### config.mk
export PLATFORM = sky130hd
export DESIGN_NAME = battery_power_supervisor_flat
export DESIGN_NICKNAME = d
export VERILOG_FILES = /design/src/rtl/core/bps_pkg.sv /design/src/rtl/core/bps_in_if.sv /design/src/rtl/core/bps_out_if.sv /design/src/rtl/core/bps_button.sv /design/src/rtl/core/bps_regread.sv /design/src/rtl/core/battery_power_supervisor.sv /design/src/flat_wrapper.sv
export SDC_FILE = /design/constraint.sdc
export NUM_CORES = 1
export LEC_CHECK = 0
export ABC_AREA = 1
export BUFFER_PORTS_ARGS = -buffer_cell sky130_fd_sc_hd__buf_2
export CAP_MARGIN = 20
export CORE_MARGIN = 2
export CORE_UTILIZATION = 40
export DETAILED_ROUTE_END_ITERATION = 8
export PLACE_DENSITY = 0.62
export REMOVE_ABC_BUFFERS = 1
export SYNTH_ARGS = -nofsm -noshare
export SYNTH_HDL_FRONTEND = slang
export SYNTH_SLANG_ARGS = --single-unit
export TNS_END_PERCENT = 30
### constraint.sdc
create_clock -name i_clk -period 4.4 [get_ports i_clk]
set_input_delay 0.88 -clock i_clk [delete_from_list [all_inputs] [get_ports i_clk]]
set_output_delay 0.88 -clock i_clk [all_outputs]
set_load 0.01 [all_outputs]
### src/rtl/core/bps_pkg.sv
// Package for the battery power supervisor: shared types, codes and reset values.
// No dependencies; bps_button, bps_regread and battery_power_supervisor import it.
`timescale 1ns / 1ps
`default_nettype none

package bps_pkg;

    // Request codes carried in req_type
    typedef enum logic [2:0] {
        REQ_MS    = 3'd0,
        REQ_SLOW  = 3'd1,
        REQ_ADC   = 3'd2,
        REQ_WAKE  = 3'd3,
        REQ_START = 3'd4,
        REQ_DATA  = 3'd5
    } t_req;

    // Power modes
    typedef enum logic [1:0] {
        MODE_OFF = 2'd0,
        MODE_SYS = 2'd1,
        MODE_ON  = 2'd2
    } t_mode;

    // Button debounce phases; the unused code behaves like linger
    typedef enum logic [1:0] {
        PH_UP     = 2'd0,
        PH_DOWN   = 2'd1,
        PH_LINGER = 2'd2
    } t_phase;

    // Configuration register indexes
    localparam logic [1:0] CFG_SHORT_LIMIT = 2'd0;
    localparam logic [1:0] CFG_HOLD_LIMIT  = 2'd1;
    localparam logic [1:0] CFG_SD_DELAY    = 2'd2;
    localparam logic [1:0] CFG_SLEEP_TMO   = 2'd3;

    // Bus register map
    localparam logic [7:0] REG_MODE     = 8'd0;
    localparam logic [7:0] REG_SHUTDOWN = 8'd1;
    localparam logic [7:0] REG_LAST     = 8'd2;
    localparam logic [7:0] REG_CUTOFF   = 8'd3;
    localparam logic [7:0] REG_SLEEP    = 8'd4;
    localparam logic [7:0] REG_SHIST    = 8'd5;

    // Reset values and the press counter limit
    localparam logic [15:0] RST_SHORT_LIMIT = 16'd1000;
    localparam logic [15:0] RST_HOLD_LIMIT  = 16'd6000;
    localparam logic [7:0]  RST_SD_DELAY    = 8'd60;
    localparam logic [3:0]  RST_SLEEP_TMO   = 4'd15;
    localparam logic [9:0]  RST_CUTOFF      = 10'd492;
    localparam logic [15:0] PRESS_MAX       = 16'hffff;

    // Button state into the debounce logic
    typedef struct packed {
        logic [7:0]  hist;
        t_phase      phase;
        logic [15:0] press;
    } t_btn_state;

    // Button next state and its effect on power control
    typedef struct packed {
        logic [7:0]  hist;
        t_phase      phase;
        logic [15:0] press;
        t_mode       mode;
        logic [7:0]  shutdown;
        logic        reload_sleep;
    } t_btn_next;

    // Registers visible to bus reads
    typedef struct packed {
        t_mode      mode;
        logic [7:0] shutdown;
        logic [9:0] last_sample;
        logic [9:0] cutoff;
        logic [3:0] sleep;
        logic [7:0] shist;
    } t_reg_view;

endpackage

`default_nettype wire

### src/rtl/core/bps_in_if.sv
// Input channel of the battery power supervisor: valid, ready and one request word.
// No dependencies.
`timescale 1ns / 1ps
`default_nettype none

interface bps_in_if;
    logic       valid;
    logic       ready;
    logic [2:0] req_type;
    logic       button_level;
    logic [9:0] adc_value;
    logic       bus_read;
    logic [7:0] bus_byte;

    modport source (output valid, req_type, button_level, adc_value, bus_read, bus_byte,
                    input ready);
    modport sink (input valid, req_type, button_level, adc_value, bus_read, bus_byte,
                  output ready);
endinterface

`default_nettype wire

### src/rtl/core/bps_out_if.sv
// Result channel of the battery power supervisor: valid, ready and one result word.
// No dependencies.
`timescale 1ns / 1ps
`default_nettype none

interface bps_out_if;
    logic       valid;
    logic       ready;
    logic [7:0] read_byte;
    logic [1:0] power_mode;
    logic       sys_enable;
    logic       motor_enable;
    logic       adc_start;
    logic       sleep_request;

    modport source (output valid, read_byte, power_mode, sys_enable, motor_enable,
                    adc_start, sleep_request, input ready);
    modport sink (input valid, read_byte, power_mode, sys_enable, motor_enable,
                  adc_start, sleep_request, output ready);
endinterface

`default_nettype wire

### src/rtl/core/bps_button.sv
// Button debounce and press classification for one millisecond sample.
// Depends on bps_pkg.
`timescale 1ns / 1ps
`default_nettype none

module bps_button import bps_pkg::*; (
    input  wire logic        i_level,
    input  wire t_btn_state  i_state,
    input  wire t_mode       i_mode,
    input  wire logic [7:0]  i_shutdown,
    input  wire logic        i_sample_ok,
    input  wire logic [15:0] i_short_limit,
    input  wire logic [15:0] i_hold_limit,
    input  wire logic [7:0]  i_sd_delay,
    output t_btn_next        o_next
);

    logic [7:0]  hist;
    logic [15:0] press_inc;
    logic        act_short;
    logic        act_long;
    logic        act_off;
    t_phase      next_phase;
    logic [15:0] next_press;
    t_mode       next_mode;
    logic [7:0]  next_sd;

    assign hist      = {i_state.hist[6:0], i_level};
    assign press_inc = (i_state.press < PRESS_MAX) ? i_state.press + 16'd1 : i_state.press;

    // Classify the press and walk the phases
    always_comb begin
        act_short  = 1'b0;
        act_long   = 1'b0;
        act_off    = 1'b0;
        next_phase = i_state.phase;
        next_press = i_state.press;
        case (i_state.phase)
            PH_UP: begin
                if (hist[2:0] == 3'b000) begin
                    next_phase = PH_DOWN;
                    next_press = '0;
                end
            end
            PH_DOWN: begin
                next_press = press_inc;
                if (hist[3:0] == 4'hf) begin
                    if (press_inc < i_short_limit) begin
                        act_short = 1'b1;
                    end else if (press_inc < i_hold_limit) begin
                        act_long = 1'b1;
                    end else begin
                        act_off = 1'b1;
                    end
                    next_phase = PH_UP;
                end else if (press_inc > i_hold_limit) begin
                    act_off    = 1'b1;
                    next_phase = PH_LINGER;
                end
            end
            default: begin
                if (hist[3:0] == 4'hf) begin
                    next_phase = PH_UP;
                end
            end
        endcase
    end

    // Apply the press to the power mode
    always_comb begin
        next_mode = i_mode;
        next_sd   = i_shutdown;
        if (act_short) begin
            case (i_mode)
                MODE_OFF: begin
                    if (i_sample_ok) begin
                        next_mode = MODE_ON;
                    end
                end
                MODE_SYS: next_mode = MODE_ON;
                default:  next_mode = MODE_SYS;
            endcase
        end else if (act_long) begin
            if (i_mode != MODE_OFF) begin
                next_mode = MODE_SYS;
                next_sd   = i_sd_delay;
            end
        end else if (act_off) begin
            next_mode = MODE_OFF;
        end
    end

    assign o_next = '{hist: hist, phase: next_phase, press: next_press, mode: next_mode,
                      shutdown: next_sd, reload_sleep: (next_phase != PH_UP)};

endmodule

`default_nettype wire

### src/rtl/core/bps_regread.sv
// Bus read multiplexer over the supervisor's visible registers.
// Depends on bps_pkg.
`timescale 1ns / 1ps
`default_nettype none

module bps_regread import bps_pkg::*; (
    input  wire logic [7:0] i_addr,
    input  wire t_reg_view  i_regs,
    output logic [7:0]      o_data
);

    // Select the addressed register, zero elsewhere
    always_comb begin
        case (i_addr)
            REG_MODE:     o_data = {6'd0, i_regs.mode};
            REG_SHUTDOWN: o_data = i_regs.shutdown;
            REG_LAST:     o_data = i_regs.last_sample[9:2];
            REG_CUTOFF:   o_data = i_regs.cutoff[9:2];
            REG_SLEEP:    o_data = {4'd0, i_regs.sleep};
            REG_SHIST:    o_data = i_regs.shist;
            default:      o_data = 8'd0;
        endcase
    end

endmodule

`default_nettype wire

### src/rtl/core/battery_power_supervisor.sv
// Battery power supervisor top level: input register, update logic, result register.
// A word accepted into the input register passes the update logic into the result
// register once that is free; a stalled result holds the word in the input register.
// Throughput: one word per cycle while results are taken, set by the single pass of
// flat update logic; an empty input register takes a new word while a result waits.
// Reset (synchronous, active low) restores the configuration and state to their
// documented values and empties both registers at once; no clearing pass.
// Depends on bps_pkg, bps_in_if, bps_out_if, bps_button and bps_regread.
`timescale 1ns / 1ps
`default_nettype none

module battery_power_supervisor import bps_pkg::*; (
    input  wire logic        i_clk,
    input  wire logic        i_rst_n,
    bps_in_if.sink           i_in,
    bps_out_if.source        o_out,
    input  wire logic        i_cfg_we,
    input  wire logic [1:0]  i_cfg_idx,
    input  wire logic [15:0] i_cfg_data
);

    // Configuration
    logic [15:0] r_short_limit;
    logic [15:0] r_hold_limit;
    logic [7:0]  r_sd_delay;
    logic [3:0]  r_sleep_tmo;

    // Input register
    logic        r_in_valid;
    t_req        r_in_req;
    logic        r_in_level;
    logic [9:0]  r_in_adc;
    logic        r_in_rd;
    logic [7:0]  r_in_byte;

    // Supervisor state
    t_mode       r_mode,    n_mode;
    logic [7:0]  r_sd,      n_sd;
    logic [3:0]  r_sleep,   n_sleep;
    logic [9:0]  r_last,    n_last;
    logic [7:0]  r_shist,   n_shist;
    logic [9:0]  r_cutoff,  n_cutoff;
    logic [7:0]  r_bhist,   n_bhist;
    t_phase      r_phase,   n_phase;
    logic [15:0] r_press,   n_press;
    logic [7:0]  r_ptr,     n_ptr;
    logic        r_expect,  n_expect;

    // Result register
    logic        r_out_valid;
    logic [7:0]  r_rb,      n_rb;
    logic        r_start,   n_start;
    t_mode       r_out_mode;
    logic        r_sleep_req, n_sleep_req;

    logic        out_free;
    logic        in_ready;
    logic        fire;
    logic [7:0]  rd_data;
    logic [7:0]  shist_adc;
    t_btn_state  btn_state;
    t_btn_next   btn_next;
    t_reg_view   reg_view;

    assign out_free = !r_out_valid || o_out.ready;
    assign in_ready = !r_in_valid || out_free;
    assign fire     = r_in_valid && out_free;
    assign i_in.ready = in_ready;

    assign btn_state = '{hist: r_bhist, phase: r_phase, press: r_press};
    assign reg_view  = '{mode: r_mode, shutdown: r_sd, last_sample: r_last,
                         cutoff: r_cutoff, sleep: r_sleep, shist: r_shist};
    assign shist_adc = {r_shist[6:0], (r_in_adc >= r_cutoff)};

    bps_button u_button (
        .i_level       (r_in_level),
        .i_state       (btn_state),
        .i_mode        (r_mode),
        .i_shutdown    (r_sd),
        .i_sample_ok   (r_shist[0]),
        .i_short_limit (r_short_limit),
        .i_hold_limit  (r_hold_limit),
        .i_sd_delay    (r_sd_delay),
        .o_next        (btn_next)
    );

    bps_regread u_regread (
        .i_addr (r_ptr),
        .i_regs (reg_view),
        .o_data (rd_data)
    );

    // Work out the state after the word in the input register
    always_comb begin
        n_mode   = r_mode;
        n_sd     = r_sd;
        n_sleep  = r_sleep;
        n_last   = r_last;
        n_shist  = r_shist;
        n_cutoff = r_cutoff;
        n_bhist  = r_bhist;
        n_phase  = r_phase;
        n_press  = r_press;
        n_ptr    = r_ptr;
        n_expect = r_expect;
        n_rb     = 8'd0;
        n_start  = 1'b0;
        case (r_in_req)
            REQ_MS: begin
                n_bhist = btn_next.hist;
                n_phase = btn_next.phase;
                n_press = btn_next.press;
                n_mode  = btn_next.mode;
                n_sd    = btn_next.shutdown;
                if (btn_next.reload_sleep) begin
                    n_sleep = r_sleep_tmo;
                end
            end
            REQ_SLOW: begin
                n_start = 1'b1;
                if (r_mode == MODE_OFF && r_sleep != 4'd0) begin
                    n_sleep = r_sleep - 4'd1;
                end
                if (r_sd != 8'd0) begin
                    if (r_sd == 8'd1) begin
                        n_mode = MODE_OFF;
                        n_sd   = 8'd0;
                    end else if (r_sd > 8'd3) begin
                        n_sd = r_sd - 8'd2;
                    end else begin
                        n_sd = 8'd1;
                    end
                end
            end
            REQ_ADC: begin
                n_last  = r_in_adc;
                n_shist = shist_adc;
                if (r_mode != MODE_OFF && shist_adc[2:0] == 3'b000) begin
                    n_mode = MODE_SYS;
                    if (r_sd == 8'd0) begin
                        n_sd = r_sd_delay;
                    end
                end
            end
            REQ_WAKE: begin
                n_sleep = r_sleep_tmo;
            end
            REQ_START: begin
                if (!r_in_rd) begin
                    n_expect = 1'b1;
                end
            end
            REQ_DATA: begin
                if (r_in_rd) begin
                    n_rb  = rd_data;
                    n_ptr = r_ptr + 8'd1;
                end else if (r_expect) begin
                    n_ptr    = r_in_byte;
                    n_expect = 1'b0;
                end else begin
                    // ignore a mode write of an undefined code
                    if (r_ptr == REG_MODE) begin
                        if (r_in_byte <= 8'd2) begin
                            n_mode = t_mode'(r_in_byte[1:0]);
                        end
                    end else if (r_ptr == REG_SHUTDOWN) begin
                        n_sd = r_in_byte;
                    end else if (r_ptr == REG_CUTOFF) begin
                        n_cutoff = {r_in_byte, 2'b00};
                    end
                    n_ptr = r_ptr + 8'd1;
                end
            end
            default: begin
            end
        endcase
        n_sleep_req = (n_mode == MODE_OFF) && (n_sleep == 4'd0);
    end

    // Hold configuration, state and handshake flags
    always_ff @(posedge i_clk) begin
        if (!i_rst_n) begin
            r_short_limit <= RST_SHORT_LIMIT;
            r_hold_limit  <= RST_HOLD_LIMIT;
            r_sd_delay    <= RST_SD_DELAY;
            r_sleep_tmo   <= RST_SLEEP_TMO;
            r_in_valid    <= 1'b0;
            r_out_valid   <= 1'b0;
            r_mode        <= MODE_OFF;
            r_sd          <= 8'd0;
            r_sleep       <= RST_SLEEP_TMO;
            r_last        <= 10'd0;
            r_shist       <= 8'hff;
            r_cutoff      <= RST_CUTOFF;
            r_bhist       <= 8'hff;
            r_phase       <= PH_UP;
            r_press       <= 16'd0;
            r_ptr         <= 8'd0;
            r_expect      <= 1'b0;
        end else begin
            if (i_cfg_we) begin
                case (i_cfg_idx)
                    CFG_SHORT_LIMIT: r_short_limit <= i_cfg_data;
                    CFG_HOLD_LIMIT:  r_hold_limit  <= i_cfg_data;
                    CFG_SD_DELAY:    r_sd_delay    <= i_cfg_data[7:0];
                    CFG_SLEEP_TMO:   r_sleep_tmo   <= i_cfg_data[3:0];
                    default: begin
                    end
                endcase
            end
            if (in_ready) begin
                r_in_valid <= i_in.valid;
            end
            if (out_free) begin
                r_out_valid <= r_in_valid;
            end
            if (fire) begin
                r_mode   <= n_mode;
                r_sd     <= n_sd;
                r_sleep  <= n_sleep;
                r_last   <= n_last;
                r_shist  <= n_shist;
                r_cutoff <= n_cutoff;
                r_bhist  <= n_bhist;
                r_phase  <= n_phase;
                r_press  <= n_press;
                r_ptr    <= n_ptr;
                r_expect <= n_expect;
            end
        end
    end

    // Capture the incoming word
    always_ff @(posedge i_clk) begin
        if (in_ready && i_in.valid) begin
            r_in_req   <= t_req'(i_in.req_type);
            r_in_level <= i_in.button_level;
            r_in_adc   <= i_in.adc_value;
            r_in_rd    <= i_in.bus_read;
            r_in_byte  <= i_in.bus_byte;
        end
    end

    // Load the result word
    always_ff @(posedge i_clk) begin
        if (fire) begin
            r_rb        <= n_rb;
            r_start     <= n_start;
            r_out_mode  <= n_mode;
            r_sleep_req <= n_sleep_req;
        end
    end

    assign o_out.valid         = r_out_valid;
    assign o_out.read_byte     = r_rb;
    assign o_out.power_mode    = r_out_mode;
    assign o_out.sys_enable    = (r_out_mode != MODE_OFF);
    assign o_out.motor_enable  = (r_out_mode == MODE_ON);
    assign o_out.adc_start     = r_start;
    assign o_out.sleep_request = r_sleep_req;

    // A stalled word in the input register is kept
    a_in_hold: assert property (@(posedge i_clk) disable iff (!i_rst_n)
        (r_in_valid && !out_free) |=> r_in_valid)
        else $error("input word dropped while result stalled");

    // A sleep request only goes out with power off
    a_sleep_off: assert property (@(posedge i_clk) disable iff (!i_rst_n)
        (o_out.valid && o_out.sleep_request) |-> !o_out.sys_enable)
        else $error("sleep request with power on");

    // A read byte only comes with a plain result that starts no conversion
    a_rb_no_start: assert property (@(posedge i_clk) disable iff (!i_rst_n)
        (o_out.valid && o_out.adc_start) |-> (o_out.read_byte == 8'd0))
        else $error("read byte on a tick result");

    // The pointer moves only when a bus data word is processed
    a_ptr_move: assert property (@(posedge i_clk) disable iff (!i_rst_n)
        (r_ptr != $past(r_ptr)) |-> $past(fire && r_in_req == REQ_DATA))
        else $error("register pointer moved without a bus data word");

endmodule

`default_nettype wire
### src/flat_wrapper.sv
// flat-port wrapper written by rule: the top's interface ports become plain ports
module battery_power_supervisor_flat import bps_pkg::*;
  (i_clk, i_rst_n, i_cfg_we, i_cfg_idx, i_cfg_data, i_in_valid, i_in_req_type, i_in_button_level, i_in_adc_value, i_in_bus_read, i_in_bus_byte, i_in_ready, o_out_valid, o_out_read_byte, o_out_power_mode, o_out_sys_enable, o_out_motor_enable, o_out_adc_start, o_out_sleep_request, o_out_ready);
  bps_in_if i_in_i ();
  bps_out_if o_out_i ();
  input  wire logic i_clk;
  input  wire logic i_rst_n;
  input  wire logic i_cfg_we;
  input  wire logic [1:0] i_cfg_idx;
  input  wire logic [15:0] i_cfg_data;
  input wire logic [$bits(i_in_i.valid)-1:0] i_in_valid;
  input wire logic [$bits(i_in_i.req_type)-1:0] i_in_req_type;
  input wire logic [$bits(i_in_i.button_level)-1:0] i_in_button_level;
  input wire logic [$bits(i_in_i.adc_value)-1:0] i_in_adc_value;
  input wire logic [$bits(i_in_i.bus_read)-1:0] i_in_bus_read;
  input wire logic [$bits(i_in_i.bus_byte)-1:0] i_in_bus_byte;
  output wire logic [$bits(i_in_i.ready)-1:0] i_in_ready;
  output wire logic [$bits(o_out_i.valid)-1:0] o_out_valid;
  output wire logic [$bits(o_out_i.read_byte)-1:0] o_out_read_byte;
  output wire logic [$bits(o_out_i.power_mode)-1:0] o_out_power_mode;
  output wire logic [$bits(o_out_i.sys_enable)-1:0] o_out_sys_enable;
  output wire logic [$bits(o_out_i.motor_enable)-1:0] o_out_motor_enable;
  output wire logic [$bits(o_out_i.adc_start)-1:0] o_out_adc_start;
  output wire logic [$bits(o_out_i.sleep_request)-1:0] o_out_sleep_request;
  input wire logic [$bits(o_out_i.ready)-1:0] o_out_ready;
  assign i_in_i.valid = i_in_valid;
  assign i_in_i.req_type = i_in_req_type;
  assign i_in_i.button_level = i_in_button_level;
  assign i_in_i.adc_value = i_in_adc_value;
  assign i_in_i.bus_read = i_in_bus_read;
  assign i_in_i.bus_byte = i_in_bus_byte;
  assign i_in_ready = i_in_i.ready;
  assign o_out_valid = o_out_i.valid;
  assign o_out_read_byte = o_out_i.read_byte;
  assign o_out_power_mode = o_out_i.power_mode;
  assign o_out_sys_enable = o_out_i.sys_enable;
  assign o_out_motor_enable = o_out_i.motor_enable;
  assign o_out_adc_start = o_out_i.adc_start;
  assign o_out_sleep_request = o_out_i.sleep_request;
  assign o_out_i.ready = o_out_ready;
  battery_power_supervisor u_core (.i_clk(i_clk), .i_rst_n(i_rst_n), .i_in(i_in_i), .o_out(o_out_i), .i_cfg_we(i_cfg_we), .i_cfg_idx(i_cfg_idx), .i_cfg_data(i_cfg_data));
endmodule
# After elaboration in Yosys (flattened, before gate mapping)

Index checks and enable logic that the tools add are counted.

Input port bits: 46
Output and inout port bits: 16
Word-level logic and storage cells: 167
Register bits after elaboration: 151

$lt $le $gt $ge: 7
Bitwise gates (word level): 4
Reductions and logical operators: 39
Add/subtract/negate cells: 4
Multiplexer cells: 57
Equality and inequality tests: 30

Operators by type and width:

| cell                    | count |
|---|---|
| $mux W8                 | 14 |
| $pmux W8 S6             | 1 |
| $lt A16 B16 Y1          | 2 |
| $mux W16                | 2 |
| $mux W2                 | 16 |
| $pmux W16 S2            | 1 |
| $pmux W8 S4             | 1 |
| $add A16 B1 Y16 const B | 1 |
| $eq A8 B1 Y1 const B    | 2 |
| $eq A8 B2 Y1 const B    | 2 |
| $eq A8 B3 Y1 const B    | 2 |
| $gt A16 B16 Y1          | 1 |
| $logic_not A8 Y1        | 2 |
| $lt A16 B16 Y1 const B  | 1 |
| $reduce_and A2 Y1       | 8 |
| $mux W1                 | 15 |
| $ne A2 B2 Y1 const B    | 7 |
| $pmux W4 S3             | 1 |
| $reduce_and A12 Y1      | 1 |
| $ge A10 B10 Y1          | 1 |
| $ne A2 B1 Y1 const B    | 5 |
| $reduce_bool A2 Y1      | 5 |
| $logic_not A3 Y1        | 3 |
| $add A8 B1 Y8 const B   | 1 |
| 24 further kinds        | 46 |

# Longest topological paths before layout

Gate-level depths: netlist of the first run.

Depth after elaboration: 13
Gate-level depth with buffers: 30
Depth with buffers taken out: 30

# Modules after synthesis

A second synthesis of the first run with hierarchy kept.

Cells, all modules: 1270
Area total of the unflattened synthesis: 8946.1 µm²

Modules (own cells, without submodules):

| module                   | sequential area each (µm²) | instances | area each (µm²) | cells an instance |
|---|---|---|---|---|
| battery_power_supervisor | 3473.3                     | 1         | 6751.5          | 869 |
| bps_button               | 0.0                        | 1         | 1724.2          | 305 |
| bps_regread              | 0.0                        | 1         | 470.5           | 96 |

# Worst setup path after synthesis of the first run

No wires, ideal clock.

Kind: register to register
From: register u_core.r_press[0]
To: register u_core.r_sleep_req, in the netlist u_core.o_out.sleep_request (data pin)
Stages on the path, launching flop included: 29
Data arrival time: 3356 ps
Slack: 792 ps
Buffers on the path: 0
Required time: 4148 ps
Library setup time: 252 ps
Period minus slack after synthesis: 3608 ps
Cell sequence: dfxtp_1 ha_1 inv_1 nor2_1 nand2_2 nor2_4 nor3_1 nand4_1 nor2_1 nand2_1 nor2_1 xor2_1 ha_1 nand2_1 nor2_1 nand2_1 nor4_1 nor2_1 nand2_1 a21oi_1 nand2_1 nand2_1 nand3_1 nand3_1 nor2_1 nand2_1 nor2_1 nand4_1 nor2_1

Longest elaborated chain between the ends: 13
Elaborated cells on any way between the ends: 31
Those cells by class: 1 x add/sub; 4 x order compare; 22 x mux; 4 x reduce/logical

RTL lines:

| element                                           | RTL line                        | RTL |
|---|---|---|
| start: declaration                                | battery_power_supervisor.sv:45  | `logic [15:0] r_press, n_press;` |
| start signal: assignment                          | battery_power_supervisor.sv:226 | `r_press <= n_press;` |
| $add A16 B1 Y16 or $lt A16 B16 Y1 (tied branches) | bps_button.sv:29                | `assign press_inc = (i_state.press < PRESS_MAX) ? i_state.press + 16'd1 : i_state.press;` |
| $mux W16 (*)                                      | bps_button.sv:29                |  |
| $lt A16 B16 Y1                                    | bps_button.sv:50                | `end else if (press_inc < i_hold_limit) begin` |
| $mux W1                                           | bps_button.sv:50                |  |
| $mux W1                                           | bps_button.sv:48                | `if (press_inc < i_short_limit) begin` |
| $mux W1                                           | bps_button.sv:47                | `if (hist[3:0] == 4'hf) begin` |
| $mux W1                                           | bps_button.sv:38                | `case (i_state.phase)` |
| $mux W2                                           | bps_button.sv:88                | `end else if (act_off) begin` |
| $mux W2                                           | bps_button.sv:83                | `end else if (act_long) begin` |
| $mux W2                                           | bps_button.sv:73                | `if (act_short) begin` |
| $pmux W2 S4                                       | battery_power_supervisor.sv:108 | `case (r_in_req)` |
| $logic_not A2 Y1                                  | battery_power_supervisor.sv:177 | `n_sleep_req = (n_mode == MODE_OFF) && (n_sleep == 4'd0);` |
| $logic_and A1 B1 Y1 (*)                           | battery_power_supervisor.sv:177 |  |
| via u_core.n_sleep_req                            | battery_power_supervisor.sv:54  | `logic r_sleep_req, n_sleep_req;` |
| end signal: assignment                            | battery_power_supervisor.sv:250 | `r_sleep_req <= n_sleep_req;` |
| end: declaration                                  | battery_power_supervisor.sv:54  |  |

Mark *: on every way through the listed nets, which the timed path passes. The rest lies on a longest branch.
A chain may end at the register's enable or synchronous reset.

# Worst setup path after layout of the first run

Same ends and word-level chain as after synthesis.

==> flow_metrics.py, run 1 <==
metrics = {
    "status": {
        "status": "finished clean",
    },
    "job": {
        "cap_violations": 0,
    },
    "worst_setup_path": {
        "critical_path.endpoint_type": "flip-flop",
        "regToRegEndpoint": "u_core.o_out.sleep_request",
        "cp-start-kind": "flip-flop",
        "ff2ff_path_depth": 28,
        "crit_path_frequent_cell": "nor2_1",
        "r2r-start": "u_core.r_press[0]",
        "slowest_stage": "dfxtp_1",
        "max_stage_delay_ns": 0.35,
        "cp.required_ns": 4.70,
        "cp_max_fo": 6,
        "crit_arrival_ns": 4.21,
        "crit_type": "reg -> reg",
        "reg2reg_slack_ns": 0.49,
    },
    "global_route": {
        "grt_pass1_wl_um": 32000,
        "antenna_found_initial": 0,
        "grt_max_degree": 71,
        "grt_use_total_pct": 19.8,
        "grt_pass1_vias": 6284,
        "overflow": 0,
    },
    "sta": {
        "period_share_pct": 88.9,
        "setup_viol": 0,
        "worst_slew_pin_slew_ns": 0.997,
        "rsz0062_at_grt": "false",
        "slew_viol_final": 0,
        "skew_ns": 0.00919,
        "max_slew_margin_pct": 33.4,
        "whs_ns": 0.456,
        "clock.fmax_ghz": 0.256,
        "tns_ns": 0,
        "period_minus_slack_ns": 3.91,
        "hold_violations": 0,
    },
    "routing": {
        "drtIter0Drc": 431,
        "vias": 6685,
        "viasPerCell": 5.03,
        "first_pass_iters": 5,
        "ant_nets": 0,
        "wire_per_inst_um": 14.4,
        "drc": 0,
        "finalWirelength_um": 19100,
    },
    "final_layout": {
        "layout_common_cells": "nand2_1 (187), inv_1 (131), dfxtp_1 (114)",
        "layout-drive-gt1-share_pct": 13.1,
        "final_common_cell": "nand2_1",
        "diodes": 0,
        "fillers": 1851,
        "fin_nets": 1147,
        "areaGrowthSynthToFinish_pct": 15.3,
    },
    "die": {
        "initial_core_util_pct": 41.2,
        "fp.dieW_um": 143,
        "core_area_sq_um": 18800,
        "rows": 50,
        "pin_count": 62,
        "die_area_sq_um": 20500,
        "die_h_um": 143,
    },
    "clocking": {
        "cts_tree": "done",
        "cts_max_level": 4,
        "root_buffer": "clkbuf_16",
        "clock_sinks": 149,
        "cts_hold_buf": 0,
        "clk_path_buf_depth": 2,
        "clock_latency_ns": 0.43,
        "cts_buffers": 17,
        "clk_pin_slew_worst_paths_ns": 0.06,
    },
    "pwr": {
        "power_density_nw_per_um2": 358,
        "p_leak_nw": 3.89,
        "power.ir.vdd_worst_v": 0.000277,
    },
    "placement": {
        "dp_hpwl_um": 13900,
        "gp_congestion": 0.866,
        "port_buffers": 61,
    },
    "synthesis": {
        "syn-cell-area_sq_um": 7750,
        "synth.top_cell.area_share_pct": 29.4,
        "synth_seq_cells": 149,
        "async_flop_share_pct": 0,
        "synth_top_cell_by_area": "dfxtp_1",
        "yosysSeqAreaShare_pct": 43.0,
        "synth_area_leaders": "dfxtp_1 (29%), edfxtp_1 (14%), nand2_1 (9.1%)",
        "ys_warn_count": 0,
        "synth.distinct_cells": 44,
        "synth_edf_count": 35,
        "syn-instance-count": 992,
        "syn_area_per_cell_sq_um": 7.81,
        "synth_flop_cell": "dfxtp_1",
    },
    "worst_hold_path": {
        "min_to": "u_core.r_last[7]",
        "min_path_type": "reg -> reg",
        "whs_path_depth": 2,
        "min_from": "u_core.r_last[7]",
    },
}
-- cell usage after synthesis, drive strengths merged, types with 2 or more instances --
cell     instances
a311oi           2
nand2          192
o21ai           79
inv            137
a221oi           4
edfxtp          35
xor2            11
xnor2           11
a21oi          112
or2              2
nor4             6
nand4            8
buf              3
a211oi          12
nor3            17
o2111ai          2
ha              46
nor2            90
a22oi            2
o211ai          21
nand3           42
dfxtp          114
o22ai           11
clkbuf          24
a31oi            3
-- sequential cells by signal, summed over array words and instances (netlist names), 3 cells and up --
name / flops
u_core.r_ptr: 8
u_core.r_sd_delay: 8
u_core.r_in_adc: 10
u_core.r_in_req: 3
u_core.o_out.read_byte: 8
u_core.r_bhist: 3
u_core.r_sleep: 4
u_core.r_hold_limit: 16
u_core.r_press: 16
u_core.r_sd: 8
u_core.r_short_limit: 16
u_core.r_sleep_tmo: 4
u_core.r_in_byte: 8
u_core.r_last: 8
u_core.r_shist: 8
u_core.r_cutoff: 8
-- cell families (layout without fill, tap and decap cells) --
family,count (synthesis),in the layout,share of synthesized area (%)
and+or+nand+nor,357,357,19.9
AOI/OAI and AO/OA,252,252,18.9
buffers and inverters,165,241,8.12
DFF,149,149,43.0
adders and majority gates,46,46,7.43
xor gates and xnor gates,22,22,2.49
muxes,1,1,0.145
-- through the flow --
step	cells	setup slack (ns)	utilization (%)	total power [mW]	area (sq um)
global route	1328	0.0236	47.4	3.33	8930
CTS	1327	0.439	47.4	3.22	8920
global placement	1294	0.592	44.3	1.78	8330
finish	1328	0.489	47.4	3.20	8930
detailed placement	1295	0.464	44.3	1.78	8340
floorplan	965	0.792	-	1.68	7640
-- power breakdown --
group | total, mW | switching (mW) | internal, mW
clock | 1.44 | 0.607 | 0.838
sequential | 1.49 | 0.0347 | 1.45
combinational | 0.264 | 0.173 | 0.0910
-- area by class of cell --
| cell class | instances | area (sq um) | area share [%] |
|---|---|---|---|
| flip-flops and latches | 149 | 3330 | 37.3 |
| inverters | 138 | 518 | 5.80 |
| repair buffers | 71 | 380 | 4.26 |
| multi-input cells | 678 | 3800 | 42.5 |
| well taps | 260 | 325 | 3.64 |
| clock inverters | 15 | 155 | 1.74 |
| clock buffers | 17 | 425 | 4.76 |
-- layer usage --
metal / track usage (%) / up-vias / wire length [um]
li1: - / 3454 / -
met1: 28.7 / 3070 / 9750
met2: 30.5 / 143 / 8250
met3: 3.76 / 18 / 916
met4: 4.53 / 0 / 189
met5: 0 / - / 0
-- how the worst max path moves through the flow --
stage                       from                    endpoint  slack (ns)  cells past startpoint
6_report       u_core.r_press[0]  u_core.o_out.sleep_request        0.49                     28
5_1_grt        u_core.r_press[0]  u_core.o_out.sleep_request        0.02                     27
3_3_place_gp   u_core.r_press[0]  u_core.o_out.sleep_request        0.59                     27
4_1_cts        u_core.r_press[0]  u_core.o_out.sleep_request        0.44                     27
3_5_place_dp   u_core.r_press[0]  u_core.o_out.sleep_request        0.46                     27
2_1_floorplan  u_core.r_press[0]  u_core.o_out.sleep_request        0.79                     28
-- worst max-delay path, delay by kind of cell (launching register included) --
kind | cells | cell delay, ns
simple gates | 24 | 2.71
fa+ha+maj | 2 | 0.39
flops | 1 | 0.35
xor+xnor | 1 | 0.25
buf+inv | 1 | 0.08
-- timing repair --
item | CTS | global route
endpoints found under the setup margin | 0 | 1
resized for setup | 0 | 1
setup buffers | 0 | 1
Power figures use the tool's default switching activity.
==> run 2, diff against run 1 <==
--- a/config.mk
+++ b/config.mk
@@ -10,8 +10,10 @@
 export CAP_MARGIN = 20
 export CORE_MARGIN = 2
 export CORE_UTILIZATION = 40
+export CTS_CLUSTER_SIZE = 12
 export DETAILED_ROUTE_END_ITERATION = 8
 export PLACE_DENSITY = 0.62
+export RECOVER_POWER = 25
 export REMOVE_ABC_BUFFERS = 1
 export SYNTH_ARGS = -nofsm -noshare
 export SYNTH_HDL_FRONTEND = slang
==> flow_metrics.py, run 2 (synthesis results as in run 1) <==
metrics = {
    "status": {
        "status": "finished, violations left",
        "violations": "capacitance limit, slew limit",
    },
    "sta": {
        "worst_slew_pin_slew_ns": 2.96,
        "period_share_pct": 88.9,
        "max_slew_margin_pct": -97.3,
        "hold_violations": 0,
        "skew_ns": 0.00905,
        "clock.fmax_ghz": 0.256,
        "slew_viol_final": 116,
        "setup_viol": 0,
        "tns_ns": 0,
        "period_minus_slack_ns": 3.91,
        "rsz0062_at_grt": "false",
    },
    "worst_setup_path": {
        "crit_type": "reg -> reg",
        "cp-start-kind": "flip-flop",
        "slowest_stage": "dfxtp_1",
        "max_stage_delay_ns": 0.35,
        "cp.required_ns": 4.70,
        "critical_path.endpoint_type": "flip-flop",
        "cp_max_fo": 6,
        "crit_arrival_ns": 4.21,
        "reg2reg_slack_ns": 0.49,
        "crit_path_frequent_cell": "nor2_1",
    },
    "die": {
        "die_h_um": 143,
        "rows": 50,
        "pin_count": 62,
        "core_area_sq_um": 18800,
        "die_area_sq_um": 20500,
        "fp.dieW_um": 143,
        "initial_core_util_pct": 41.2,
    },
    "routing": {
        "drc": 0,
        "drtIter0Drc": 435,
        "finalWirelength_um": 19100,
        "first_pass_iters": 5,
        "vias": 6689,
        "viasPerCell": 5.04,
        "wire_per_inst_um": 14.4,
        "ant_nets": 0,
    },
    "placement": {
        "gp_congestion": 0.866,
        "port_buffers": 61,
        "dp_hpwl_um": 13900,
    },
    "global_route": {
        "grt_pass1_vias": 6284,
        "grt_max_degree": 71,
        "antenna_found_initial": 0,
        "grt_use_total_pct": 19.8,
        "overflow": 0,
        "grt_pass1_wl_um": 32000,
    },
    "pwr": {
        "power.ir.vdd_worst_v": 0.000277,
        "power_density_nw_per_um2": 358,
        "p_leak_nw": 3.88,
    },
    "clocking": {
        "clock_sinks": 149,
        "cts_tree": "done",
        "cts_buffers": 17,
        "clk_pin_slew_worst_paths_ns": 0.07,
        "clock_latency_ns": 0.43,
        "cts_max_level": 4,
        "clk_path_buf_depth": 2,
        "cts_hold_buf": 0,
        "root_buffer": "clkbuf_16",
    },
    "final_layout": {
        "fin_nets": 1147,
        "fillers": 1849,
        "layout_common_cells": "nand2_1 (187), inv_1 (131), dfxtp_1 (114)",
        "reg_top3": "u_core.r_hold_limit x16, u_core.r_press x16, u_core.r_short_limit x16",
        "fin_util_pct": 47.4,
        "diodes": 0,
        "areaGrowthSynthToFinish_pct": 15.2,
        "layout-drive-gt1-share_pct": 12.9,
        "final_common_cell": "nand2_1",
    },
    "job": {
        "cap_violations": 2,
    },
    "worst_hold_path": {
        "min_path_type": "reg -> reg",
    },
}
## run 2: cell types whose count changed in the layout (fill, tap and decap cells not counted)
cell / previous run / this run
buf_4: 10 / 8
clkbuf_1: 0 / 2
## run 2: worst max-delay path: cells and delay by family, from the launching register on
family	cells	cell delay, ns
and+or+nand+nor	24	2.71
xor gates and xnor gates	1	0.25
DFF	1	0.35
adders and majority gates	2	0.39
buffers and inverters	1	0.08
## run 2: routing by layer
metal,track usage [%],vias up,share of wire [%]
li1,-,3454,-
met1,28.7,3075,51
met2,30.5,144,43
met3,3.76,16,4.8
met4,4.53,0,0.95
met5,0,-,0
## run 2: final timing paths
| check | cells after the start | to | from |
|---|---|---|---|
| setup / recovery | 28 | u_core.o_out.sleep_request | u_core.r_press[0] |
| setup reg to reg | 28 | u_core.o_out.sleep_request | u_core.r_press[0] |
| hold / removal | 2 | u_core.r_last[7] | u_core.r_last[7] |
| hold reg to reg | 2 | u_core.r_last[7] | u_core.r_last[7] |
## run 2: layout make-up
type	instances	area, sq um	area share, %
multi-input combinational	678	3800	42.5
sequential	149	3330	37.3
inverter	138	518	5.80
clock buffer	17	425	4.77
timing repair buffer	71	373	4.18
tap	260	325	3.64
clock inverter	15	155	1.74
## run 2: repair_timing
item	4_1_cts	5_1_grt
resized for setup	0	1
buffers inserted	0	1
endpoints found under the setup margin	0	1
## run 2: power breakdown
group / switching, mW / internal, mW / leakage (nW) / total (mW)
combinational: 0.173 / 0.0918 / 2.32 / 0.265
clock: 0.607 / 0.838 / 0.287 / 1.44
sequential: 0.0347 / 1.45 / 1.27 / 1.49
total: 0.815 / 2.38 / 3.88 / 3.20
## run 2: stage by stage
stage | instances | hold slack (ns) | cell area, sq um | setup WS (ns) | power (mW)
finish | 1328 | 0.456 | 8930 | 0.489 | 3.20
global route | 1328 | 0.486 | 8930 | 0.0236 | 3.33
CTS | 1327 | 0.459 | 8920 | 0.439 | 3.22
detailed placement | 1295 | 0.448 | 8340 | 0.464 | 1.78
global placement | 1294 | 0.442 | 8330 | 0.592 | 1.78
floorplan | 965 | 0.429 | 7640 | 0.792 | 1.68
==> run 3, diff against run 2 <==
--- a/config.mk
+++ b/config.mk
@@ -8,11 +8,13 @@
 export ABC_AREA = 1
 export BUFFER_PORTS_ARGS = -buffer_cell sky130_fd_sc_hd__buf_2
 export CAP_MARGIN = 20
+export CELL_PAD_IN_SITES_DETAIL_PLACEMENT = 1
+export CELL_PAD_IN_SITES_GLOBAL_PLACEMENT = 2
 export CORE_MARGIN = 2
-export CORE_UTILIZATION = 40
+export CORE_UTILIZATION = 36
 export CTS_CLUSTER_SIZE = 12
 export DETAILED_ROUTE_END_ITERATION = 8
-export PLACE_DENSITY = 0.62
+export PLACE_DENSITY = 0.85
 export RECOVER_POWER = 25
 export REMOVE_ABC_BUFFERS = 1
 export SYNTH_ARGS = -nofsm -noshare
==> flow_metrics.py, run 3 (synthesis results as in run 1) <==
metrics = {
    "worst_setup_path": {
        "cp_max_fo": 6,
        "slowest_stage": "dfxtp_1",
        "cp.required_ns": 4.69,
        "crit_arrival_ns": 4.19,
        "crit_path_frequent_cell": "nand2_1",
        "max_stage_delay_ns": 0.35,
        "critical_path.endpoint_type": "flip-flop",
        "crit_family": "simple AND/OR/NAND/NOR gates",
        "cp-start-kind": "flip-flop",
        "crit_type": "reg -> reg",
        "worst-path-buf-inv": 2,
    },
    "global_route": {
        "grt_use_total_pct": 21.2,
        "overflow": 0,
        "grt_pass1_wl_um": 37100,
        "antenna_found_initial": 0,
        "grt_pass1_vias": 6877,
        "grt_max_degree": 71,
    },
    "clocking": {
        "clk_pin_slew_worst_paths_ns": 0.06,
        "clock_sinks": 149,
        "clk_path_buf_depth": 2,
        "cts_buffers": 17,
        "cts_max_level": 4,
        "cts_tree": "done",
        "clock_latency_ns": 0.43,
        "root_buffer": "clkbuf_16",
        "cts_setup_buffers": 0,
    },
    "sta": {
        "fin_ws_ns": 0.503,
        "clock.fmax_ghz": 0.257,
        "slew_viol_final": 71,
        "period_share_pct": 88.6,
        "hold_violations": 0,
        "max_slew_margin_pct": -105,
        "skew_ns": 0.0121,
        "whs_ns": 0.465,
        "period_minus_slack_ns": 3.90,
        "worst_slew_pin_slew_ns": 3.08,
        "setup_viol": 0,
    },
    "die": {
        "die_h_um": 151,
        "initial_core_util_pct": 36.8,
        "pin_count": 62,
        "die_area_sq_um": 22700,
        "rows": 53,
        "core_area_sq_um": 21100,
        "fp.dieW_um": 151,
    },
    "placement": {
        "dp_hpwl_um": 17100,
        "pre_cts_ws_ns": 0.323,
        "port_buffers": 61,
        "gp_congestion": 0.841,
        "placed_area_sq_um": 8370,
        "placed_cells": 1309,
    },
    "final_layout": {
        "layout-drive-gt1-share_pct": 12.9,
        "finalNonFillerCells": 1342,
        "multi_input_area_sq_um": 3810,
        "diodes": 0,
        "seq_area_sq_um": 3330,
        "finish.instance_area_sq_um": 8990,
        "layout_common_cells": "nand2_1 (187), inv_1 (131), dfxtp_1 (114)",
        "fillers": 2631,
        "reg_top3": "u_core.r_hold_limit x16, u_core.r_press x16, u_core.r_short_limit x16",
        "fin_util_pct": 42.6,
        "areaGrowthSynthToFinish_pct": 16.0,
        "final_common_cell": "nand2_1",
        "fin_nets": 1146,
    },
    "status": {
        "violations": "capacitance limit, slew limit",
        "status": "finished, violations left",
    },
    "job": {
        "cap_violations": 1,
    },
    "pwr": {
        "power_density_nw_per_um2": 367,
        "power.ir.vdd_worst_v": 0.000247,
        "p_leak_nw": 3.87,
    },
    "routing": {
        "finalWirelength_um": 23000,
        "first_pass_iters": 5,
        "ant_nets": 0,
        "viasPerCell": 5.18,
        "wire_per_inst_um": 17.2,
        "vias": 6955,
        "drc": 0,
        "drtIter0Drc": 290,
    },
    "worst_hold_path": {
        "min_path_type": "reg -> reg",
    },
}
[run 3: worst min-delay path, cell delays in order, from the launching register on]
cell,delay [ns]
dfxtp_1,0.30
inv_1,0.06
a21oi_1,0.06
[run 3: stage by stage]
| stage | power, mW | setup TNS (ns) |
|---|---|---|
| after detailed placement | 1.80 | 0 |
| after floorplan | 1.68 | 0 |
| final | 3.30 | 0 |
| after global routing | 3.43 | -0.00316 |
| after global placement | 1.79 | 0 |
| after CTS | 3.32 | 0 |
[run 3: metal layers]
layer	vias to the layer above	GRT usage, %	routed length, um
met2	117	31.8	9940
met1	3350	31.8	11900
met3	28	2.88	812
li1	3460	-	-
met5	-	0	0
met4	0	5.79	333
[run 3: path summary, 6_finish.rpt]
check / slack, ns / cells after the start / to / start
setup / recovery: 0.50 / 30 / u_core.o_out.sleep_request / u_core.r_press[0]
hold / removal: 0.47 / 2 / u_core.r_last[8] / u_core.r_last[8]
hold reg to reg: 0.47 / 2 / u_core.r_last[8] / u_core.r_last[8]
setup reg to reg: 0.50 / 30 / u_core.o_out.sleep_request / u_core.r_press[0]
[run 3: cell type report]
class,instances,share of cell area [%]
inverter,138,5.76
multi-input combinational,678,42.4
clock inverter,15,1.98
tap,275,3.83
timing repair buffer,70,4.19
sequential,149,37.1
clock buffer,17,4.73
[run 3: repair_timing]
action,4_1_cts,5_1_grt
gates resized for setup,0,4
hold buffers,0,0
endpoints found under the setup margin,0,1
[run 3: report_power, final]
group          internal [mW]  switching (mW)  leakage, nW
clock                  0.896           0.631        0.286
combinational         0.0930           0.186         2.32
sequential              1.45          0.0384         1.27
total                   2.44           0.855         3.87
